`src/rtl/pfba_pkg.sv`:
```
// Shared types and constants of the page frame bitmap allocator.
`default_nettype none

package pfba_pkg;

  localparam int unsigned WORD_BITS = 64;
  localparam logic [5:0]  TOP_BIT   = 6'd63;
  localparam logic [16:0] COUNT_MAX = 17'h1FFFF;

  typedef enum logic [1:0] {
    OP_ALLOC_DOWN = 2'd0,
    OP_ALLOC_AT   = 2'd1,
    OP_FREE       = 2'd2,
    OP_QUERY      = 2'd3
  } op_t;

  typedef enum logic [2:0] {
    ST_CLEAR,
    ST_IDLE,
    ST_READ,
    ST_EVAL,
    ST_RESULT
  } ctrl_state_t;

  typedef struct packed {
    logic clr_en;
    logic accept;
    logic rd_en;
    logic eval_en;
    logic push_en;
  } pfba_cmd_t;

  typedef struct packed {
    logic clr_last;
    logic scan_next;
    logic out_free;
  } pfba_sts_t;

endpackage

`default_nettype wire

```
`src/rtl/pfba_ctrl.sv`:
```
// Sequencing state machine of the page frame bitmap allocator.
`default_nettype none

module pfba_ctrl
  import pfba_pkg::*;
(
  input  wire logic      clk,
  input  wire logic      rst_n,
  input  wire logic      in_valid,
  output logic           in_stall,
  input  wire pfba_sts_t sts,
  output pfba_cmd_t      cmd
);

  ctrl_state_t state_r, state_nxt;

  always_ff @(posedge clk) begin
    if (!rst_n) begin
      state_r <= ST_CLEAR;
    end else begin
      state_r <= state_nxt;
    end
  end

  always_comb begin
    state_nxt = state_r;
    cmd       = '0;
    in_stall  = 1'b1;
    case (state_r)
      ST_CLEAR: begin
        cmd.clr_en = 1'b1;
        if (sts.clr_last) begin
          state_nxt = ST_IDLE;
        end
      end
      ST_IDLE: begin
        in_stall = 1'b0;
        if (in_valid) begin
          cmd.accept = 1'b1;
          state_nxt  = ST_READ;
        end
      end
      ST_READ: begin
        cmd.rd_en = 1'b1;
        state_nxt = ST_EVAL;
      end
      ST_EVAL: begin
        cmd.eval_en = 1'b1;
        if (sts.scan_next) begin
          cmd.rd_en = 1'b1;
        end else begin
          state_nxt = ST_RESULT;
        end
      end
      ST_RESULT: begin
        if (sts.out_free) begin
          cmd.push_en = 1'b1;
          state_nxt   = ST_IDLE;
        end
      end
      default: begin
        state_nxt = ST_CLEAR;
      end
    endcase
  end

  // sweep runs once after reset only
  a_clear_once: assert property (@(posedge clk) disable iff (!rst_n)
    (state_r != ST_CLEAR) |=> (state_r != ST_CLEAR))
    else $error("clearing pass re-entered");

  a_accept_read: assert property (@(posedge clk) disable iff (!rst_n)
    (state_r == ST_IDLE && in_valid) |=> (state_r == ST_READ))
    else $error("accepted request not followed by read");

  a_stall_busy: assert property (@(posedge clk) disable iff (!rst_n)
    (state_r != ST_IDLE) |-> in_stall)
    else $error("request taken outside idle");

endmodule

`default_nettype wire

```
`config.mk`:
```
export PLATFORM = sky130hd
export DESIGN_NAME = pfba_ctrl
export DESIGN_NICKNAME = d
export VERILOG_FILES = /design/src/rtl/pfba_pkg.sv /design/src/rtl/pfba_ctrl.sv
export SDC_FILE = /design/constraint.sdc
export NUM_CORES = 1
export LEC_CHECK = 0
export ABC_CLOCK_PERIOD_IN_PS = 900
export BUFFER_PORTS_ARGS = -buffer_cell sky130_fd_sc_hd__buf_4
export CAP_MARGIN = 30
export CORE_AREA = 2 2 39 41
export CTS_CLUSTER_DIAMETER = 40
export DETAILED_ROUTE_END_ITERATION = 16
export DIE_AREA = 0 0 41 43
export SETUP_SLACK_MARGIN = 0.2
export SYNTH_ARGS = -nofsm -noshare
export SYNTH_HDL_FRONTEND = slang
export SYNTH_SLANG_ARGS = --single-unit
```
`constraint.sdc`:
```
create_clock -name clk -period 0.9 [get_ports clk]
set_input_delay 0.09 -clock clk [delete_from_list [all_inputs] [get_ports clk]]
set_output_delay 0.09 -clock clk [all_outputs]
set_load 0.02 [all_outputs]
```
==> results.md, run 1 <==
* Minimum clock period after layout at 1.17 ns
* Initial Utilization at 13.4%
* Total grt overflow at 0
* Crit end category: output pin
* Number of flip-flops under the largest register name at 3
* Critical path fanouts, max at 3
* Total CTS buffers at 3
* Reg clk slew, reported paths at 0.04 ns
* GRT Overall Usage at 9.54%
* Worst reg2reg startpoint: state_r[0]
* CTS tree: done
* Clk_lat worst skew at 0.23 ns
* Post-layout util at 34.2%
* First-pass GRT wire length at 1.07 mm
* YS warnings at 0
* Drt first pass iters at 3
* Clock power frac at 38.5%
* Synth Net Count at 26
* Setup crit start: state_r[0]
* Core box area at 0.00138 sq mm
* Worst EP arrival at 1.08 ns
* Final setup vio count at 9
* Synthesized area per cell at 9.26 sq um
* Unrepaired setup endpoints after global routing: yes
* Largest net degree at the start of global routing at 6
* Crit Path Class: reg -> out
* Post-route DRC violation count at 0
* Clk root buf: clkbuf_4
* Post-synthesis sequential area ratio at 32.4%
* Final Skew at 0.000142 ns
* Routed WL at 640 microns
* Internal cell power at 0.438 mW
* Biggest regs: state_r: 3 flops
* Fmax at 0.853 GHz
* Die area at 0.00176 sq mm
* PD cells at 1300 mW/mm^2
* Final period util at 130%
* Yosys reg bits at 3
* Vias per std cell at 4.15
* NetSw at 0.176 mW
* Peak VDD IR at 0.372 mV
* Min-delay src: rst_n
* Slew @ Worst Pin at 0.196 ns
* Part of the power in combinational logic at 36.2%
* Ant diodes at 0
* Share of layout cells above drive strength 1 at 83.7%
* Clk sinks at 3
* Area Overhead vs Synth at 155%
* Max-Cap Viols at 0
* Netlist cell types at 14
* Hold Violations, Final at 0
* Normalized max-slew margin at 86.9%
* Slew Viols, Final at 0
* Vias in the first global route at 269
* Die Span Y at 43 microns
* Final nets at 50
* Post-synthesis cell area at 185 sq um
* Most flop-heavy register: state_r
* Min-delay worst type: in -> reg
* Num ports at 12
* Hold buffers post-CTS at 0
* GP Congestion at 0.713
* Cells after Synth at 20
* Num rows at 14
* Part of the power in registers at 25.3%
* Via Count at 245
* Worst Setup Slack, final at -0.273 ns
* Routed WL per cell at 10.8 microns
* Port bufs at 11
* Clk buf depth at 2
* CP Launch Type: register
* Failing checks: setup timing
* Worst EP required at 0.81 ns
* 1st-iter DRT viols at 3
* P_leak at 0.206 nW
* Overall power at 0.614 mW
* Outcome: finished, violations left
* H-tree Lvls at 1
* Die width at 41 microns
* Antenna violations before repair at 0
* Sw Share at 28.7%
* ANT nets after route at 0
==> path summary, 6_finish.rpt <==
kind | to | slack, ns | depth (start not counted)
hold / removal | state_r[2] | 0.08 | 2
hold reg to reg | state_r[2] | 0.72 | 2
setup reg to reg | state_r[0] | -0.14 | 4
setup / recovery | cmd[2] | -0.27 | 3
==> layout by cell type, fill, tap and decap left out <==
master     n
nand2_2    1
dfxtp_4    2
buf_6     10
and3_4     1
o21a_1     2
nand2b_2   1
clkbuf_4   3
nor3b_4    1
a21boi_2   1
nor4b_2    1
and2b_1    1
nand2_1    1
or2b_1     1
nor2_4     1
and3b_2    2
buf_4      9
nor3_4     2
o31a_1     1
dfxtp_2    1
clkbuf_1   1
==> metal layers <==
metal / global-route usage (%) / routed length [microns]
met1: 10.3 / 253
met2: 13.1 / 327
met3: 3.14 / 44
met4: 10.0 / 15
met5: 0 / 0
==> metrics by stage <==
step           cells  setup WS, ns  setup TNS (ns)  hold slack [ns]  cell area (sq um)
2_1_floorplan     20        -0.162          -0.465            0.208                200
4_1_cts           58        -0.278           -1.62           0.0791                452
5_1_grt           59        -0.348           -2.05           0.0835                473
3_3_place_gp      50        -0.119          -0.409            0.319                325
6_report          59        -0.273           -1.61           0.0822                473
3_5_place_dp      50        -0.116          -0.429            0.323                325
==> critical path: stages, from the launching register on <==
cell and delay [ns]:
dfxtp_2 0.31, and2b_1 0.19, nor3b_4 0.21, buf_6 0.14
==> cell usage after synthesis, drive strengths merged <==
master | count | area share [%]
and2b | 1 | 4.1
o31a | 1 | 4.7
and3 | 1 | 4.1
a21boi | 1 | 4.1
nor3b | 1 | 6.8
nor3 | 2 | 5.4
nor4b | 1 | 4.7
or2b | 1 | 4.1
nand2b | 1 | 4.7
nor2 | 1 | 2.0
o21a | 2 | 8.1
and3b | 2 | 11
nand2 | 2 | 4.1
dfxtp | 3 | 32
==> repair_timing <==
action                     4_1_cts  5_1_grt
gates resized for setup         19        3
setup endpoints to repair        9        9
pin swaps                        8        4
buffers inserted                 4        1
hold endpoints to repair         0        0
==> logic make-up (layout without fill, tap and decap cells) <==
family | Yosys count | after routing | synth area share, %
compound gates | 4 | 4 | 16.9
buf+inv | 0 | 23 | 0
flops | 3 | 3 | 32.4
simple gates | 13 | 13 | 50.7
==> power groups by stage <==
stage	Sequential [mW]	Combinational, mW	Clock (mW)
after global placement	0.159	0.150	0
after global routing	0.157	0.238	0.268
after floorplan	0.161	0.0744	0
final	0.155	0.222	0.236
after CTS	0.155	0.200	0.251
after detailed placement	0.160	0.150	0
==> final cells by class <==
class                           instances  area [sq um]
Fill cell                             150           911
Sequential cell                         3          68.8
Multi-Input combinational cell         17           178
Clock buffer                            4          26.3
Tap cell                               16          20.0
Timing Repair Buffer                   19           180
Power figures use the tool's default switching activity.
==> inputs of run 2 (changes only) <==
--- a/config.mk
+++ b/config.mk
@@ -13,6 +13,7 @@
 export DETAILED_ROUTE_END_ITERATION = 16
 export DIE_AREA = 0 0 41 43
 export SETUP_SLACK_MARGIN = 0.2
+export SKIP_CTS_REPAIR_TIMING = 1
 export SYNTH_ARGS = -nofsm -noshare
 export SYNTH_HDL_FRONTEND = slang
 export SYNTH_SLANG_ARGS = --single-unit
==> run 2 against run 1 <==
Compared with the run above:
- clock-buffer cell count is the same
- maximum frequency down 3.0%
- design area is 12% lower
- global-route usage shrank 2.5 points
- combinational power decreased by 20%
- the flow still finishes with violations (setup timing)
- clock power grew 2%
- sequential share of layout area rose by 2.0 points
- critical path type unchanged
- wire length down 13%
- register-to-register slack about the same
- hold slack worse by 0.0012 ns
==> results.md, run 2 (synthesized netlist as in run 1, its figures left out) <==
* P_leak at 0.190 nW (-7.8%)
* Critical path fanouts, max at 6 (+3)
* Reg clk slew, reported paths at 0.04 ns (about the same)
* DP Cell Count at 50 (unchanged)
* Min-delay worst type: in -> reg
* GRT Overall Usage at 7.02% (-2.5 points)
* Normalized max-slew margin at 87.0% (+0.17 points)
* Slew @ Worst Pin at 0.194 ns (-0.00260 ns)
* Routed WL at 555 microns (-13%)
* Hold Violations, Final at 0 (unchanged)
* Fmax at 0.828 GHz (-3.0%)
* Fill cells at 151 (+0.67%)
* Largest net degree at the start of global routing at 7 (+1)
* Part of the power in registers at 27.3% (+2.0 points)
* Crit end category: output pin
* Final period util at 134% (+4.0 points)
* Area Overhead vs Synth at 124%
* Most flop-heavy register: state_r
* Failing checks: setup timing
* H-tree Lvls at 1 (unchanged)
* Worst hold slack at 0.0810 ns (-0.00125 ns)
* Clock power frac at 41.9% (+3.4 points)
* Total CTS buffers at 3 (unchanged)
* GP Congestion at 0.713 (unchanged)
* Post-route insts no fill at 56 (-5.1%)
* Outcome: finished, violations left
* NetSw at 0.168 mW (-4.9%)
* Worst EP required at 0.81 ns (about the same)
* Number of flip-flops under the largest register name at 3 (unchanged)
* Clk buf depth at 2 (unchanged)
* Most common cell after layout, fill and taps aside: buf_4
* Fin area at 415 sq um (-12%)
* Ant diodes at 0 (unchanged)
* 1st-iter DRT viols at 0 (-3)
* ANT nets after route at 0 (unchanged)
* Final setup vio count at 9 (unchanged)
* Internal cell power at 0.408 mW (-6.7%)
* Die width at 41 microns (unchanged)
* Share of layout cells above drive strength 1 at 80.0% (-3.7 points)
* Die Span Y at 43 microns (unchanged)
* Peak VDD IR at 0.384 mV (+3.2%)
* Clk sinks at 3 (unchanged)
* PD cells at 1390 mW/mm^2 (+6.8%)
* Port bufs at 11 (unchanged)
* Sw Share at 29.1% (+0.40 points)
* Slew Viols, Final at 0 (unchanged)
* Antenna violations before repair at 0 (unchanged)
* Num ports at 12 (unchanged)
* Total Neg Setup Slack at -1.76 ns (-0.147 ns)
* Final nets at 47 (-6.0%)
* Num rows at 14 (unchanged)
* Overall power at 0.576 mW (-6.2%)
* CP Launch Type: register
* Vias per std cell at 4.04 (-2.8%)
* Worst EP arrival at 1.12 ns (+0.04 ns)
* Final Skew at 0.000319 ns (+0.000177 ns)
* First-pass GRT wire length at 738 microns (-31%)
* Biggest regs: state_r: 3 flops
* CTS tree: done
* Clk_lat worst skew at 0.24 ns (about the same)
* Routed WL per cell at 9.91 microns (-8.6%)
* Total grt overflow at 0 (unchanged)
* Vias in the first global route at 191 (-29%)
* Clk root buf: clkbuf_4
* Part of the power in combinational logic at 30.7% (-5.5 points)
* Core box area at 0.00138 sq mm (unchanged)
* Crit Path Class: reg -> out
* Commonest non-fill, non-tap cells in the layout: buf_4, clkbuf_4, buf_6
* Minimum clock period after layout at 1.21 ns (+0.0358 ns)
* Post-route DRC violation count at 0 (unchanged)
* DP Area at 325 sq um (unchanged)
* Worst Setup Slack, final at -0.308 ns (-0.0358 ns)
* Initial Utilization at 13.4% (unchanged)
* Unrepaired setup endpoints after global routing: yes
* Drt first pass iters at 1 (-2)
* Max-Cap Viols at 0 (unchanged)
* Die area at 0.00176 sq mm (unchanged)
* Via Count at 226 (-7.8%)
-- run 2: changes by cell type in the layout (fill, tap and decap cells not counted) --
cell / before / now
buf_6: 10 / 3
buf_4: 9 / 13
a21boi_0: 0 / 1
a21boi_2: 1 / 0
and3_2: 0 / 1
and3_4: 1 / 0
nand2_2: 1 / 0
nand2_4: 0 / 1
nor3_2: 0 / 1
nor3_4: 2 / 1
-- run 2: metrics by stage --
step | setup WS (ns) | util, %
finish | -0.308 | 30.0
global route | -0.354 | 30.0
CTS | -0.371 | 25.4
detailed placement | -0.116 | 23.5
global placement | -0.119 | 23.5
floorplan | -0.162 | -
-- run 2: final timing paths --
path / end / slack, ns / depth (start not counted) / startpoint
worst min register to register: state_r[1] / 0.69 / 2 / state_r[0]
worst max-delay path: cmd[2] / -0.31 / 3 / state_r[2]
worst max register to register: state_r[0] / -0.15 / 4 / state_r[0]
worst min-delay path: state_r[2] / 0.08 / 2 / rst_n
-- run 2: power by group through the flow --
stage / logic [mW] / clock network, mW / registers [mW]
after floorplan: 0.0744 / 0 / 0.161
after global placement: 0.150 / 0 / 0.159
after detailed placement: 0.150 / 0 / 0.160
after CTS: 0.150 / 0.251 / 0.158
after global routing: 0.190 / 0.268 / 0.160
final: 0.177 / 0.241 / 0.157
-- run 2: layout make-up --
type | count | area [sq um] | share of cell area (%)
Multi-Input combinational cell | 17 | 169 | 40.7
Tap cell | 16 | 20.0 | 4.82
Timing Repair Buffer | 16 | 131 | 31.6
Sequential cell | 3 | 68.8 | 16.6
Clock buffer | 4 | 26.3 | 6.33
-- run 2: critical path: stages (launching register included) --
cell and delay (ns):
dfxtp_4 0.37, buf_4 0.15, nor3b_4 0.22, buf_6 0.15
-- run 2: metal layers --
metal	track usage (%)	vias to the layer above	part of all wire (%)	wire, microns
li1	-	115	-	-
met1	8.01	99	43	240
met2	7.50	10	45	247
met3	3.14	2	8.5	47
met4	10.0	0	3.8	21
met5	0	-	0	0
==> inputs of run 3 (changes only) <==
--- a/config.mk
+++ b/config.mk
@@ -5,6 +5,7 @@
 export SDC_FILE = /design/constraint.sdc
 export NUM_CORES = 1
 export LEC_CHECK = 0
+export ABC_AREA = 1
 export ABC_CLOCK_PERIOD_IN_PS = 900
 export BUFFER_PORTS_ARGS = -buffer_cell sky130_fd_sc_hd__buf_4
 export CAP_MARGIN = 30
==> run 3 against run 2 <==
Compared with the run above:
- the run still ends with setup timing left
- largest power group is now combinational logic
- largest cell class unchanged
- critical path type unchanged
- first-iteration DRC count unchanged
- synthesized cell count up 110%
- utilization up 5.4 points
==> results.md, run 3 <==
* Kind of cell adding the most delay to the critical path: flip-flops
* Setup crit start: state_r[2]
* NetSw at 0.808 mW (+380%)
* GRT Overall Usage at 8.32% (+1.3 points)
* Final HPWL DP at 482 microns
* Post-layout util at 35.4% (+5.4 points)
* Part of the power in combinational logic at 67.1% (+36 points)
* Worst Hold Path Cells at 3 (+1)
* Final setup vio count at 9 (unchanged)
* ANT nets after route at 0 (unchanged)
* Commonest non-fill, non-tap cells in the layout: buf_4, nor2_1, nand2_1
* Antenna violations before repair at 0 (unchanged)
* Xor/xnor cell area share of the yosys netlist at 0% (unchanged)
* Post-synthesis mux area share at 0% (unchanged)
* PD cells at 3680 mW/mm^2 (+170%)
* Clk root buf: clkbuf_4
* DP Area at 409 sq um (+26%)
* Post-synthesis cell area at 233 sq um (+26%)
* Post-synthesis adder-cell area fraction at 0% (unchanged)
* Final period util at 130% (-3.9 points)
* Drt first pass iters at 1 (unchanged)
* Clock power frac at 12.7% (-29 points)
* Top cell type's share of synthesized area at 25.8% (-6.6 points)
* Cells after Synth at 41 (+110%)
* Post-synth EDFFs at 0 (unchanged)
* Total CTS buffers at 3 (unchanged)
* 1st-iter DRT viols at 0 (unchanged)
* Overall power at 1.81 mW (+210%)
* Total Neg Setup Slack at -1.77 ns (-0.00848 ns)
* Netlist cell types at 14 (unchanged)
* Multi-input logic area at 186 sq um (+10%)
* Core box area at 0.00138 sq mm (unchanged)
* Normalized max-slew margin at 88.3% (+1.3 points)
* CTS tree: done
* Worst reg2reg startpoint: state_r[2]
* Worst Path Buf+Inv at 3 (+1)
* Crit end category: output pin
* Reg clk slew, reported paths at 0.04 ns (about the same)
* Area Overhead vs Synth at 111%
* Clk_lat worst skew at 0.23 ns (about the same)
* CP endpoint: cmd[0]
* Routed WL at 642 microns (+16%)
* Fmax at 0.852 GHz (+3.0%)
* YS warnings at 0 (unchanged)
* Worst EP required at 0.81 ns (about the same)
* Post-route DRC violation count at 0 (unchanged)
* Via Count at 315 (+39%)
* Synthesized area per cell at 5.68 sq um (-39%)
* Unrepaired setup endpoints after global routing: yes
* Hold Violations, Final at 0 (unchanged)
* Initial Utilization at 16.8% (+3.4 points)
* Die width at 41 microns (unchanged)
* Yosys reg bits at 3 (unchanged)
* Main synth FF type: dfxtp_1
* Failing checks: setup timing
* Clk sinks at 3 (unchanged)
* Share of layout cells above drive strength 1 at 60.3% (-20 points)
* Die Span Y at 43 microns (unchanged)
* Port bufs at 11 (unchanged)
* Reg area at 71.3 sq um (+3.6%)
* First-pass GRT wire length at 986 microns (+34%)
* Setup slack, reg-to-reg at -0.17 ns (-0.02 ns)
* Worst EP arrival at 1.08 ns (-0.04 ns)
* Slew @ Worst Pin at 0.174 ns (-0.0199 ns)
* Minimum clock period after layout at 1.17 ns (-0.0351 ns)
* DP Cell Count at 73 (+46%)
* H-tree Lvls at 1 (unchanged)
* Critical path fanouts, max at 5 (-1)
* Biggest regs: state_r: 3 flops
* Slew Viols, Final at 0 (unchanged)
* Synth Area in Compound Gates at 6.45% (-10 points)
* Largest net degree at the start of global routing at 8 (+1)
* Number of flip-flops under the largest register name at 3 (unchanged)
* Vias in the first global route at 273 (+43%)
* CP Launch Type: register
* Total grt overflow at 0 (unchanged)
* Worst hold slack at 0.0986 ns (+0.0176 ns)
* Post-synth ARST share at 0% (unchanged)
* Most flop-heavy register: state_r
* Yosys top cell by area: dfxtp_1
* Die area at 0.00176 sq mm (unchanged)
* Post-route insts no fill at 79 (+41%)
* GP Congestion at 0.774 (+8.7%)
* Critical R2R Capture: state_r[1]
* Dpl ws at -0.132 ns (-0.0165 ns)
* Commonest cells post-synth: nor2_1, nand2_1, inv_1, nand3_1, dfxtp_1
* P_leak at 0.253 nW (+34%)
* Peak VDD IR at 1.65 mV (+330%)
* CP peak stage delay at 0.38 ns (about the same)
* Part of the power in registers at 20.2% (-7.1 points)
* Max-Cap Viols at 0 (unchanged)
* Synth Net Count at 47 (+81%)
* Ant diodes at 0 (unchanged)
* Final nets at 70 (+49%)
* Clk buf depth at 2 (unchanged)
* Routed WL per cell at 8.13 microns (-18%)
* Outcome: finished, violations left
* Main combinational cell family by area after synthesis: simple AND/OR/NAND/NOR gates
* Final Skew at 0.00201 ns (+0.00169 ns)
* Count leader, synth: nor2_1
* Internal cell power at 0.998 mW (+140%)
* Worst Setup Slack, final at -0.273 ns (+0.0351 ns)
* Min-delay worst type: in -> reg
* Post-synthesis sequential area ratio at 25.8% (-6.6 points)
* Levels on crit path at 4 (+1)
* Synth Area in Simple Gates at 54.3% (+3.6 points)
* Sw Share at 44.8% (+16 points)
* Min-delay src: rst_n
* Worst path slowest cell: dfxtp_4
* Num ports at 12 (unchanged)
* Fill cells at 156 (+3.3%)
* Synth area leaders: dfxtp_1, nor2_1, nand2_1, inv_1, nand3_1
* Crit Path Class: reg -> out
* Fin area at 490 sq um (+18%)
* Num rows at 14 (unchanged)
* CP cell instances: inv_4, buf_6, nor3_2, buf_4
* Vias per std cell at 3.99 (-1.2%)
* Most common cell after layout, fill and taps aside: buf_4
* Reg2reg path depth at 7 (+3)
run 3: cell type report:
class / count / share of cell area (%)
sequential: 3 / 14.5
inverter: 7 / 5.87
timing repair buffer: 19 / 32.1
tap: 16 / 4.08
clock buffer: 4 / 5.36
multi-input combinational: 30 / 38.0
run 3: power groups by stage:
| stage | Sequential, mW | Combinational, mW | Clock, mW |
|---|---|---|---|
| 3_3_place_gp | 0.328 | 1.04 | 0 |
| 6_report | 0.365 | 1.21 | 0.229 |
| 2_1_floorplan | 0.296 | 0.689 | 0 |
| 3_5_place_dp | 0.327 | 1.04 | 0 |
| 5_1_grt | 0.377 | 1.34 | 0.261 |
| 4_1_cts | 0.326 | 1.04 | 0.243 |
run 3: logic make-up (layout without fill, tap and decap cells):
group,count (synthesis),count (layout)
AND/OR/NAND/NOR,28,28
buffers and inverters,8,30
flip-flops,3,3
AO/OA/AOI/OAI,2,2
run 3: layer usage:
metal	wire, microns	vias up	global-route usage [%]
li1	-	171	-
met1	279	140	9.94
met2	338	4	12.5
met3	25	0	6.28
met4	0	0	0
met5	0	-	0
run 3: worst min-delay path by stage:
stage                     slack (ns)    endpoint
after floorplan                 0.20  state_r[2]
after global routing            0.11  state_r[0]
final                            0.1  state_r[0]
after global placement          0.33  state_r[1]
after CTS                       0.09  state_r[0]
after detailed placement        0.34  state_r[0]
run 3: worst register-to-register path: stages, from the launching register on:
cell,delay (ns)
dfxtp_4,0.38
inv_4,0.05
nand4_1,0.12
nand2_2,0.08
nor2_4,0.16
nand2_1,0.07
nand2_1,0.05
nor2_1,0.04
